## config.mk

```make
export PLATFORM = sky130hd
export DESIGN_NAME = positional_list_store_unit
export DESIGN_NICKNAME = d
export VERILOG_FILES = /design/src/hw/rtl/plsu_pkg.sv /design/src/hw/rtl/plsu_cell.sv /design/src/hw/rtl/positional_list_store_unit.sv
export VERILOG_INCLUDE_DIRS = /design/src /design/src/hw/rtl
export SDC_FILE = /design/constraint.sdc
export NUM_CORES = 2
export LEC_CHECK = 0
export BUFFER_PORTS_ARGS = -buffer_cell sky130_fd_sc_hd__buf_4
export CAP_MARGIN = 40
export CELL_PAD_IN_SITES_DETAIL_PLACEMENT = 1
export CELL_PAD_IN_SITES_GLOBAL_PLACEMENT = 2
export CORE_MARGIN = 2
export CORE_UTILIZATION = 46
export DETAILED_ROUTE_END_ITERATION = 10
export GPL_ROUTABILITY_DRIVEN = 0
export GPL_TIMING_DRIVEN = 0
export PLACE_DENSITY = 0.9
export SLEW_MARGIN = 20
export SYNTH_ARGS = -nofsm -noshare
export SYNTH_HDL_FRONTEND = slang
export SYNTH_SLANG_ARGS = --single-unit
```

## constraint.sdc

```tcl
create_clock -name clk_i -period 19.55 [get_ports clk_i]
set_input_delay 0.9775 -clock clk_i [delete_from_list [all_inputs] [get_ports clk_i]]
set_output_delay 0.9775 -clock clk_i [all_outputs]
set_load 0.02 [all_outputs]
```

## src/hw/rtl/assert_macros.svh

```systemverilog
// Assertion macros used by the top level of the list store.
// Needs nothing else; the assertions drop out when SYNTHESIS is defined.
`ifndef ASSERT_MACROS_SVH
`define ASSERT_MACROS_SVH

`ifndef SYNTHESIS
`define ASSERT_CLK(lbl, clk, rstn, prop) \
  lbl: assert property (@(posedge clk) disable iff (!rstn) (prop)) \
    else $error("assertion failed");
`define ASSERT_NEXT(lbl, clk, rstn, ante, cons) \
  lbl: assert property (@(posedge clk) disable iff (!rstn) (ante) |=> (cons)) \
    else $error("assertion failed");
`else
`define ASSERT_CLK(lbl, clk, rstn, prop)
`define ASSERT_NEXT(lbl, clk, rstn, ante, cons)
`endif

`endif

```

## src/hw/rtl/plsu_pkg.sv

```systemverilog
// Package of the positional list store: command and status codes, cell control
// types and the controller state type. Depends on nothing.
package plsu_pkg;

  localparam int unsigned IDX_W = 8;
  localparam int unsigned VAL_W = 32;

  localparam logic [2:0] MODE_INS_HEAD = 3'd0;
  localparam logic [2:0] MODE_INS_TAIL = 3'd1;
  localparam logic [2:0] MODE_INS_POS  = 3'd2;
  localparam logic [2:0] MODE_DEL_POS  = 3'd3;
  localparam logic [2:0] MODE_DISPLAY  = 3'd4;

  localparam logic [1:0] ST_OK    = 2'd0;
  localparam logic [1:0] ST_FULL  = 2'd1;
  localparam logic [1:0] ST_RANGE = 2'd2;
  localparam logic [1:0] ST_EMPTY = 2'd3;

  typedef logic [IDX_W-1:0] plsu_idx_t;

  typedef enum logic [1:0] {
    CELL_HOLD,
    CELL_INS,
    CELL_DEL,
    CELL_ROT
  } plsu_cell_op_e;

  typedef struct packed {
    plsu_cell_op_e            op;
    plsu_idx_t                idx;
    logic signed [VAL_W-1:0]  value;
  } plsu_cell_ctrl_t;

  typedef enum logic {
    PLSU_IDLE,
    PLSU_DISPLAY
  } plsu_state_e;

endpackage

```

## src/hw/rtl/plsu_cell.sv

```systemverilog
// One storage cell of the list store chain. It holds one entry and takes its
// next value from itself, a neighbor, the head cell or the new value.
// Depends on plsu_pkg.
module plsu_cell #(
  parameter int unsigned IDX = 0
) (
  input  logic                                 clk_i,
  input  plsu_pkg::plsu_cell_ctrl_t            ctrl_i,
  input  logic signed [plsu_pkg::VAL_W-1:0]    left_i,
  input  logic signed [plsu_pkg::VAL_W-1:0]    right_i,
  input  logic signed [plsu_pkg::VAL_W-1:0]    head_i,
  output logic signed [plsu_pkg::VAL_W-1:0]    data_o
);

  localparam plsu_pkg::plsu_idx_t MyIdx = plsu_pkg::plsu_idx_t'(IDX);

  logic signed [plsu_pkg::VAL_W-1:0] data_q, data_d;

  always_comb begin
    data_d = data_q;
    case (ctrl_i.op)
      plsu_pkg::CELL_INS: begin
        if (MyIdx > ctrl_i.idx) begin
          data_d = left_i;
        end else if (MyIdx == ctrl_i.idx) begin
          data_d = ctrl_i.value;
        end
      end
      plsu_pkg::CELL_DEL: begin
        if (MyIdx >= ctrl_i.idx) begin
          data_d = right_i;
        end
      end
      plsu_pkg::CELL_ROT: begin
        if (MyIdx < ctrl_i.idx) begin
          data_d = right_i;
        end else if (MyIdx == ctrl_i.idx) begin
          data_d = head_i;
        end
      end
      default: data_d = data_q;
    endcase
  end

  always_ff @(posedge clk_i) begin
    data_q <= data_d;
  end

  assign data_o = data_q;

endmodule

```

## src/hw/rtl/positional_list_store_unit.sv

```systemverilog
// Top level of the positional list store: command decode, display sequencer,
// result register and the chain of plsu_cell storage cells.
// Depends on plsu_pkg, plsu_cell and assert_macros.svh.
//
//   channel  direction   handshake                 payload
//   in       into block  in_valid_i/in_stall_o     mode_i, value_i, position_i
//   out      from block  out_valid_o/out_stall_i   value_res_o, status_o, count_o, last_o
//
// Commands other than a display of a nonempty list give one result each.
// A display of N entries is accepted first and then gives one entry per cycle, while the
// output is not stalled, from a rotation of the cell chain, with the input stalled meanwhile.
// Reset clears the entry count and the controller; entries are not cleared.
// A stalled result holds the result register and, with it, the whole block.
`include "assert_macros.svh"

module positional_list_store_unit #(
  parameter int unsigned DEPTH = 16
) (
  input  logic                                clk_i,
  input  logic                                rst_ni,
  input  logic                                in_valid_i,
  output logic                                in_stall_o,
  input  logic [2:0]                          mode_i,
  input  logic signed [plsu_pkg::VAL_W-1:0]   value_i,
  input  logic [7:0]                          position_i,
  output logic                                out_valid_o,
  input  logic                                out_stall_i,
  output logic signed [plsu_pkg::VAL_W-1:0]   value_res_o,
  output logic [1:0]                          status_o,
  output logic [4:0]                          count_o,
  output logic                                last_o
);

  localparam int unsigned CW  = $clog2(DEPTH + 1);
  localparam int unsigned IW  = $clog2(DEPTH);
  localparam int unsigned PW  = ((CW > 8) ? CW : 8) + 1;
  localparam int unsigned CXW = (CW > 5) ? CW : 5;

  plsu_pkg::plsu_state_e state_q, state_d;
  logic [CW-1:0] count_q, count_d;
  logic [CW-1:0] rd_q, rd_d;

  logic                                out_valid_q, out_valid_d;
  logic signed [plsu_pkg::VAL_W-1:0]   value_res_q, value_res_d;
  logic [1:0]                          status_q, status_d;
  logic [4:0]                          count_res_q, count_res_d;
  logic                                last_q, last_d;

  plsu_pkg::plsu_cell_ctrl_t         cell_ctrl;
  logic signed [plsu_pkg::VAL_W-1:0] cell_data [DEPTH];

  logic          out_free;
  logic          in_acc;
  logic          full;
  logic [PW-1:0] pos_x, cnt_x;
  logic          ins_ok, del_ok;
  logic [IW-1:0] pos_idx, tail_idx, rot_idx;
  logic [CXW-1:0] cnt_ext;
  logic          ins_mode;
  logic          disp_mode;

  assign out_free   = !out_valid_q || !out_stall_i;
  assign in_stall_o = (state_q != plsu_pkg::PLSU_IDLE) || !out_free;
  assign in_acc     = in_valid_i && !in_stall_o;

  assign full     = (count_q == CW'(DEPTH));
  assign pos_x    = PW'(position_i);
  assign cnt_x    = PW'(count_q);
  assign ins_ok   = (pos_x != '0) && (pos_x <= cnt_x + PW'(1));
  assign del_ok   = (pos_x != '0) && (pos_x <= cnt_x);
  assign pos_idx  = IW'(pos_x - PW'(1));
  assign tail_idx = count_q[IW-1:0];
  assign rot_idx  = IW'(count_q - CW'(1));

  assign ins_mode  = mode_i inside {plsu_pkg::MODE_INS_HEAD, plsu_pkg::MODE_INS_TAIL,
                                    plsu_pkg::MODE_INS_POS};
  assign disp_mode = (mode_i == plsu_pkg::MODE_DISPLAY);

  always_comb begin
    state_d = state_q;
    case (state_q)
      plsu_pkg::PLSU_IDLE: begin
        if (in_acc && (mode_i == plsu_pkg::MODE_DISPLAY) && (count_q != '0)) begin
          state_d = plsu_pkg::PLSU_DISPLAY;
        end
      end
      plsu_pkg::PLSU_DISPLAY: begin
        if (out_free && (rd_q == CW'(1))) begin
          state_d = plsu_pkg::PLSU_IDLE;
        end
      end
      default: state_d = plsu_pkg::PLSU_IDLE;
    endcase
  end

  always_comb begin
    cell_ctrl.op    = plsu_pkg::CELL_HOLD;
    cell_ctrl.idx   = '0;
    cell_ctrl.value = value_i;
    count_d         = count_q;
    rd_d            = rd_q;
    out_valid_d     = out_free ? 1'b0 : out_valid_q;
    value_res_d     = value_res_q;
    status_d        = status_q;
    last_d          = last_q;
    case (state_q)
      plsu_pkg::PLSU_IDLE: begin
        if (in_acc) begin
          out_valid_d = 1'b1;
          value_res_d = '0;
          status_d    = plsu_pkg::ST_OK;
          last_d      = 1'b1;
          case (mode_i)
            plsu_pkg::MODE_INS_HEAD, plsu_pkg::MODE_INS_TAIL, plsu_pkg::MODE_INS_POS: begin
              if (full) begin
                status_d = plsu_pkg::ST_FULL;
              end else if ((mode_i == plsu_pkg::MODE_INS_POS) && !ins_ok) begin
                status_d = plsu_pkg::ST_RANGE;
              end else begin
                cell_ctrl.op = plsu_pkg::CELL_INS;
                if (mode_i == plsu_pkg::MODE_INS_HEAD) begin
                  cell_ctrl.idx = '0;
                end else if (mode_i == plsu_pkg::MODE_INS_TAIL) begin
                  cell_ctrl.idx = plsu_pkg::plsu_idx_t'(tail_idx);
                end else begin
                  cell_ctrl.idx = plsu_pkg::plsu_idx_t'(pos_idx);
                end
                count_d = count_q + CW'(1);
              end
            end
            plsu_pkg::MODE_DEL_POS: begin
              if (!del_ok) begin
                status_d = plsu_pkg::ST_RANGE;
              end else begin
                cell_ctrl.op  = plsu_pkg::CELL_DEL;
                cell_ctrl.idx = plsu_pkg::plsu_idx_t'(pos_idx);
                count_d       = count_q - CW'(1);
              end
            end
            plsu_pkg::MODE_DISPLAY: begin
              if (count_q == '0) begin
                status_d = plsu_pkg::ST_EMPTY;
              end else begin
                out_valid_d = 1'b0;
                rd_d        = count_q;
              end
            end
            default: status_d = plsu_pkg::ST_OK;
          endcase
        end
      end
      plsu_pkg::PLSU_DISPLAY: begin
        if (out_free) begin
          out_valid_d   = 1'b1;
          value_res_d   = cell_data[0];
          status_d      = plsu_pkg::ST_OK;
          last_d        = (rd_q == CW'(1));
          rd_d          = rd_q - CW'(1);
          cell_ctrl.op  = plsu_pkg::CELL_ROT;
          cell_ctrl.idx = plsu_pkg::plsu_idx_t'(rot_idx);
        end
      end
      default: cell_ctrl.op = plsu_pkg::CELL_HOLD;
    endcase
  end

  assign cnt_ext     = CXW'(count_d);
  assign count_res_d = out_free ? cnt_ext[4:0] : count_res_q;

  for (genvar g = 0; g < DEPTH; g++) begin : g_cell
    logic signed [plsu_pkg::VAL_W-1:0] left_w, right_w;
    if (g == 0) begin : g_first
      assign left_w = cell_data[g];
    end else begin : g_left
      assign left_w = cell_data[g-1];
    end
    if (g == DEPTH - 1) begin : g_last
      assign right_w = cell_data[g];
    end else begin : g_right
      assign right_w = cell_data[g+1];
    end
    plsu_cell #(
      .IDX(g)
    ) u_cell (
      .clk_i  (clk_i),
      .ctrl_i (cell_ctrl),
      .left_i (left_w),
      .right_i(right_w),
      .head_i (cell_data[0]),
      .data_o (cell_data[g])
    );
  end

  always_ff @(posedge clk_i or negedge rst_ni) begin
    if (!rst_ni) begin
      state_q     <= plsu_pkg::PLSU_IDLE;
      count_q     <= '0;
      rd_q        <= '0;
      out_valid_q <= 1'b0;
    end else begin
      state_q     <= state_d;
      count_q     <= count_d;
      rd_q        <= rd_d;
      out_valid_q <= out_valid_d;
    end
  end

  always_ff @(posedge clk_i) begin
    value_res_q <= value_res_d;
    status_q    <= status_d;
    count_res_q <= count_res_d;
    last_q      <= last_d;
  end

  assign out_valid_o = out_valid_q;
  assign value_res_o = value_res_q;
  assign status_o    = status_q;
  assign count_o     = count_res_q;
  assign last_o      = last_q;

  `ASSERT_CLK(a_count_bound, clk_i, rst_ni, count_q <= CW'(DEPTH))
  `ASSERT_NEXT(a_count_only_on_cmd, clk_i, rst_ni, !in_acc, $stable(count_q))
  `ASSERT_NEXT(a_cmd_result, clk_i, rst_ni, in_acc && !disp_mode, out_valid_o && last_o)
  `ASSERT_NEXT(a_full_insert, clk_i, rst_ni, in_acc && full && ins_mode, status_o == plsu_pkg::ST_FULL)
  `ASSERT_CLK(a_display_pending, clk_i, rst_ni, (state_q != plsu_pkg::PLSU_DISPLAY) || (rd_q != '0))

endmodule
```

Yosys cells after proc, flatten, opt, wreduce, memory -nomap -nowiden --
Cells that the tools add are included.
Storage, ports and cells: flip-flop bits (word level) 564, output and inout port bits 42
Operators by class: $add $sub $neg 5, $lt $le $gt $ge 49, equal/unequal tests 77, mux-type cells 137, bitwise logic cells 1, reduce and logical (&&, ||, !) cells 40
Operator list (number):
- $mux W32 | 80
- $pmux W32 S3 | 15
- $pmux W32 S2 | 2
- $ne A3 B1 Y1 const B | 29
- $eq A4 B8 Y1 const A | 8
- $gt A4 B8 Y1 const A | 8
- $lt A4 B8 Y1 const A | 8
- $reduce_and A4 Y1 | 16
- $ge A4 B8 Y1 const A | 7
- $mux W5 | 9
- $pmux W10 S2 | 2
- $ne A2 B1 Y1 const B | 19
- $eq A3 B8 Y1 const A | 4
- $ge A3 B8 Y1 const A | 4
- $gt A3 B8 Y1 const A | 4
- $lt A3 B8 Y1 const A | 4
- $mux W10 | 3
- $pmux W5 S2 | 2
- $mux W9 | 2
- $eq A2 B8 Y1 const A | 2
- $ge A1 B8 Y1 const A | 2
- $ge A2 B8 Y1 const A | 2
- $gt A1 B8 Y1 const A | 2
- $gt A2 B8 Y1 const A | 2
- 37 further kinds | 73

Depth between registers and ports, before layout --
word-level depth 14, depth in mapped cells 17, gate-level depth less buffers 12

Hierarchy --
From an unflattened synthesis, not the netlist that was laid out.
Second synthesis, totals: cell total of the unflattened synthesis 3177, area, all modules 37009.2 µm²
Modules (own cells, without submodules):
- plsu_cell (g_cell[12].u_cell ...) | times used 3, cells each 148, area each 2058.2 µm², seq. area each 960.9 µm²
- positional_list_store_unit | times used 1, cells each 270, area each 2964.1 µm², seq. area each 1501.4 µm²
- plsu_cell (g_cell[9].u_cell) | times used 1, cells each 283, area each 2911.5 µm², seq. area each 960.9 µm²
- plsu_cell (g_cell[1].u_cell) | times used 1, cells each 257, area each 2449.8 µm², seq. area each 960.9 µm²
- plsu_cell (g_cell[0].u_cell) | times used 1, cells each 232, area each 2381.0 µm², seq. area each 960.9 µm²
- plsu_cell (g_cell[4].u_cell) | times used 1, cells each 148, area each 2092.0 µm², seq. area each 960.9 µm²
- plsu_cell (g_cell[10].u_cell) | times used 1, cells each 150, area each 2087.0 µm², seq. area each 960.9 µm²
- plsu_cell (g_cell[3].u_cell) | times used 1, cells each 148, area each 2067.0 µm², seq. area each 960.9 µm²
- plsu_cell (g_cell[2].u_cell) | times used 1, cells each 148, area each 2059.5 µm², seq. area each 960.9 µm²
- plsu_cell (g_cell[8].u_cell) | times used 1, cells each 226, area each 2043.2 µm², seq. area each 960.9 µm²
- plsu_cell (g_cell[5].u_cell) | times used 1, cells each 187, area each 2024.4 µm², seq. area each 960.9 µm²
- plsu_cell (g_cell[7].u_cell) | times used 1, cells each 188, area each 1966.9 µm², seq. area each 960.9 µm²
- plsu_cell (g_cell[11].u_cell) | times used 1, cells each 188, area each 1959.4 µm², seq. area each 960.9 µm²
- plsu_cell (g_cell[6].u_cell) | times used 1, cells each 156, area each 1954.4 µm², seq. area each 960.9 µm²
- plsu_cell (g_cell[15].u_cell) | times used 1, cells each 152, area each 1874.3 µm², seq. area each 960.9 µm²

Worst setup path before layout --
OpenSTA, ideal clock, no wires.
path type register -> register, start register count_q[2], end register g_cell[5].u_cell.data_q, in the netlist g_cell[5].u_cell.data_o[0], enable pin, setup time 0.470 ns, data arrival time 5.945 ns, required time 19.080 ns, path slack 13.135 ns, cell stages (with the launch flop) 13, path buffers 3, period minus slack after synthesis 6.415 ns, cell sequence dfrtp_1 clkbuf_1 nand3_1 or3_1 ha_1 a2111oi_0 a21oi_1 a31o_2 o311ai_2 a21oi_1 clkbuf_1 clkbuf_1 a211oi_1
On the way: cells in the longest elaborated chain, start to end 13, elaborated cells between the ends (all ways) 30, classes of those cells add/sub: 2; order compare: 5; eq/ne: 8; mux: 9; reduce/logical: 6
Ends and longest elaborated chain:
- start: declaration | line positional_list_store_unit.sv:40 | logic [CW-1:0] count_q, count_d;
- start signal: assignment | line positional_list_store_unit.sv:202 | count_q <= count_d;
- $add A5 B1 Y6 | line positional_list_store_unit.sv:69 | assign ins_ok = (pos_x != '0) && (pos_x <= cnt_x + PW'(1));
- $le A8 B6 Y1 | line positional_list_store_unit.sv:69
- $logic_and A1 B1 Y1 | line positional_list_store_unit.sv:69
- $logic_not A1 Y1 | line positional_list_store_unit.sv:117 | end else if ((mode_i == plsu_pkg::MODE_INS_POS) && !ins_ok) begin
- $logic_and A1 B1 Y1 | line positional_list_store_unit.sv:117
- $mux W9 | line positional_list_store_unit.sv:117
- $mux W9 | line positional_list_store_unit.sv:115 | if (full) begin
- $pmux W10 S2 | line positional_list_store_unit.sv:113 | case (mode_i)
- $mux W10 | line positional_list_store_unit.sv:108 | if (in_acc) begin
- $pmux W10 S2 (*) | line positional_list_store_unit.sv:106 | case (state_q)
- $lt A3 B8 Y1 (tied with other cells) | line plsu_cell.sv:35 | if (MyIdx < ctrl_i.idx) begin
- $ne A3 B1 Y1 (no source line) (tied with other cells)
- $reduce_and A4 Y1 (no source line) (*)
- end signal: assignment | line plsu_cell.sv:46 | data_q <= data_d;
- end: declaration | line plsu_cell.sv:17 | logic signed [plsu_pkg::VAL_W-1:0] data_q, data_d;
Mark *: on every way between the ends. The rest lies on a longest branch, timed or not. A chain may end at the register's enable or synchronous reset.

Final worst setup path --
start register count_q[2], end register g_cell[14].u_cell.data_q, in the netlist g_cell[14].u_cell.data_o[13], enable pin
On the way: cells in the longest elaborated chain, start to end 13, elaborated cells between the ends (all ways) 30, classes of those cells add/sub: 2; order compare: 5; eq/ne: 8; mux: 9; reduce/logical: 6
Ends and longest elaborated chain (line):
- $add A5 B1 Y6 | positional_list_store_unit.sv:69
- $le A8 B6 Y1 | positional_list_store_unit.sv:69
- $logic_and A1 B1 Y1 | positional_list_store_unit.sv:69
- $logic_not A1 Y1 | positional_list_store_unit.sv:117
- $logic_and A1 B1 Y1 | positional_list_store_unit.sv:117
- $mux W9 | positional_list_store_unit.sv:117
- $mux W9 | positional_list_store_unit.sv:115
- $pmux W10 S2 | positional_list_store_unit.sv:113
- $mux W10 | positional_list_store_unit.sv:108
- $pmux W10 S2 (*) | positional_list_store_unit.sv:106
- $lt A4 B8 Y1 (tied with other cells) | plsu_cell.sv:35
- $ne A3 B1 Y1 (no source line) (tied with other cells)
- $reduce_and A4 Y1 (no source line) (*)
- end signal: assignment | plsu_cell.sv:46
- end: declaration | plsu_cell.sv:17
Marks and branches as above.

==> impl_metrics.csv <==
group,metric,value,unit
power,p_total,6.30,mW
synth,ys_types,75,
synth,yosys.area_share.adder,0.687,%
route,drtIter0Drc,4566,
synth,syn-mean-instance-area,11.1,sq um
sta,fmax,157,MHz
clocking,ctsHoldBuffers,0,
route,wl_per_cell,34.7,um
synth,synth_top_area_cell,"edfxtp_1",
floorplanning,rows,95,
worst_setup_path,crit_fanout,11,
synth,synth_top_family_by_area,"compound AO/OA/AOI/OAI gates",
placement,dpl.hpwl,107000,um
clocking,cts_tree,"yes",
clocking,clkLatencyLatePin,0.63,ns
clocking,ctsHtreeMaxLevel,3,
floorplanning,pin_count,89,
power,power_density,177,nW/um^2
route,drc,0,
sta,slew_headroom,36.5,%
clocking,post-cts-setup-buffers,0,
floorplanning,core-area,66900,sq um
clocking,numCtsBuffers,66,
sta,finalSetupViolations,0,
sta,setup_tns,0,ns
synth,synthTopCellsByCount,"552 x edfxtp_1, 389 x nand2_1, 215 x clkbuf_1",
power,peakVddDrop,87.4,uV
synth,synth-simple-area-share,10.2,%
sta,min_period,6.38,ns
synth,synth.net_count,2860,
route,routed_via_density,7.18,
finish,drive_above_1_share,10.8,%
clocking,cts_resized,0,
route,drt-pass1-iter-count,8,
finish,area.growth.synth_to_final,14.5,%
worst_setup_path,worstPathArrival,6.69,ns
synth,yosysMostFrequentCell,"edfxtp_1",
placement,io_buffers,69,
synth,async_reset_ff_share,2.13,%
worst_setup_path,critPathKind,"reg -> reg",
route,wirelength,135000,um
synth,synth-edff-count,552,
placement,dpl.cell_count,3773,
synth,syn_area,31000,sq um
synth,synth_seq_cells,564,
sta,maxSlewViolCount,0,
worst_setup_path,worstReg2RegEnd,"g_cell[14].u_cell.data_o[13]",
clocking,clock_sinks,564,
global_routing,grt_overflow,0,
synth,yosysSeqAreaShare,54.5,%
global_routing,grt_pass1_vias,28003,
status,status,"completed",
worst_setup_path,required,19.86,ns
sta,hold_viol_final,0,
sta,clock_skew,0.0316,ns
sta,rsz0062_at_grt,"false",
synth,ys.warnings.count,0,
hold_path,hold_path_class,"in -> async",
worst_setup_path,r2r_start,"count_q[2]",
synth,synth_ff_type,"edfxtp_1",
synth,synth.area.mux_share,5.95,%
global_routing,antenna_found_initial,0,
clocking,path_clk_slew,0.06,ns
worst_setup_path,critPathLaunchType,"register",
finish,finalNetCount,3045,
floorplanning,die-area,69400,sq um
finish,layout.cells.non_filler,3899,
sta,worst_slew_pin_slew,0.953,ns
worst_setup_path,crit_path_end_kind,"register",
global_routing,grt_pass1_wl,193000,um
job,drv_cap,0,
finish,final_core_util,53.0,%
worst_setup_path,r2r_slack,13.17,ns
global_routing,globalRouteTotalUtil,38.0,%
sta,final.period_utilization,32.7,%
synth,synth-compound-area-share,23.6,%
floorplanning,fp.dieW,264,um
synth,syn_inst,2796,
route,via_count,28001,
worst_setup_path,reg2reg_depth,14,
synth,synthDominantCellAreaShare,53.5,%
clocking,clk_path_buf_depth,3,
clocking,clock-root-buffer,"clkbuf_16",
power,power_leakage,13.1,nW
floorplanning,dieHeight,264,um
route,drtAntennaViolNets,0,
synth,synth_xor_area_share,0.226,%
synth,synthTopCellsByArea,"edfxtp_1 53%, a221o_1 6.9%, mux2i_1 5.9%",
floorplanning,start_util,46.3,%
global_routing,grt_max_degree,33,
sta,hold_slack,0.210,ns
[critical path, cell delays in order (launching register included)]
cell       delay, ns
dfrtp_1         0.50
clkbuf_1        0.47
nand3_1         0.32
or3_1           0.39
ha_1            0.30
a2111oi_0       0.69
nand3_1         0.31
a31o_2          0.35
buf_4           0.20
o32ai_2         0.81
nand2_1         0.41
clkbuf_1        0.26
buf_6           0.19
a211oi_4        0.62
buf_8           0.26
[cells in the final DEF (no fill, tap or decap), drive strengths merged, types with 4 or more instances in the layout]
master  synthesis  layout
edfxtp        552     552
and2           66      66
clkbuf        215     294
dfrtp          12      12
o31ai           4       4
nand2         389     389
nor3           10      10
a22o            4       4
inv            45      46
o21a            8       8
o22ai          14      14
a31oi           8       8
clkinv          0      26
nand3         155     155
xnor2           7       7
ha             17      17
a221o         214     214
mux2i         182     182
nor2           73      73
a211oi          6       6
a21oi         121     121
o221ai         61      61
buf           103     219
a31o            4       4
a22oi         205     205
o21ai          94      94
a221oi         16      16
o311ai          5       5
o211ai        152     152
bufinv          0       6
[flip-flops by register name, summed over array words and instances, names as in the netlist]
register              cells
last_o                    1
count_q                   5
out_valid_o               1
status_o                  2
count_o                   5
g_cell.u_cell.data_o    512
value_res_o              32
state_q                   1
rd_q                      5
[stage by stage]
step | worst slack, ns | area, sq um
floorplan | 13.14 | 31000
global placement | 9.93 | 32600
detailed placement | 13.23 | 33300
CTS | 13.21 | 35400
global route | 13.06 | 35500
finish | 13.17 | 35500
[report_power, final]
| part | total, mW | switching [mW] | internal [mW] |
|---|---|---|---|
| registers | 2.32 | 0.288 | 2.04 |
| logic | 2.74 | 1.80 | 0.941 |
| clock network | 1.23 | 0.520 | 0.712 |
| total | 6.30 | 2.61 | 3.69 |
[layer usage]
layer | vias to the layer above | wire length [um] | part of all wire, % | global-route usage (%)
met1 | 13835 | 51000 | 38 | 50.4
met5 | - | 0 | 0 | 0
met3 | 394 | 17600 | 13 | 9.29
met4 | 0 | 6420 | 4.7 | 18.9
met2 | 2329 | 60400 | 45 | 58.3
li1 | 11443 | - | - | -
[logic make-up (layout without fill, tap and decap cells)]
kind of cell,count (synthesis),in the layout
compound gates,945,945
simple gates,715,715
flops,564,564
buf+inv,363,592
mux,184,184
fa+ha+maj,17,17
xor+xnor,8,8
other cells,0,1
[worst max path at each step]
stage                    start                            to
floorplan           count_q[2]    g_cell[5].u_cell.data_o[0]
global placement    count_q[2]   g_cell[14].u_cell.data_o[9]
CTS                 count_q[2]  g_cell[14].u_cell.data_o[12]
global route        count_q[2]  g_cell[14].u_cell.data_o[12]
finish              count_q[2]  g_cell[14].u_cell.data_o[13]
detailed placement  count_q[2]   g_cell[14].u_cell.data_o[9]
[cell type report]
type	count	area, sq um
plain buffers	318	1340
repair buffers	117	1180
well taps	873	1090
clock inverters	34	320
fillers	7122	31400
multi-input cells	1869	12800
inverters	45	169
clock buffers	78	1740
flip-flops and latches	564	16900
diodes	1	2.50
Power figures use the tool's default switching activity.
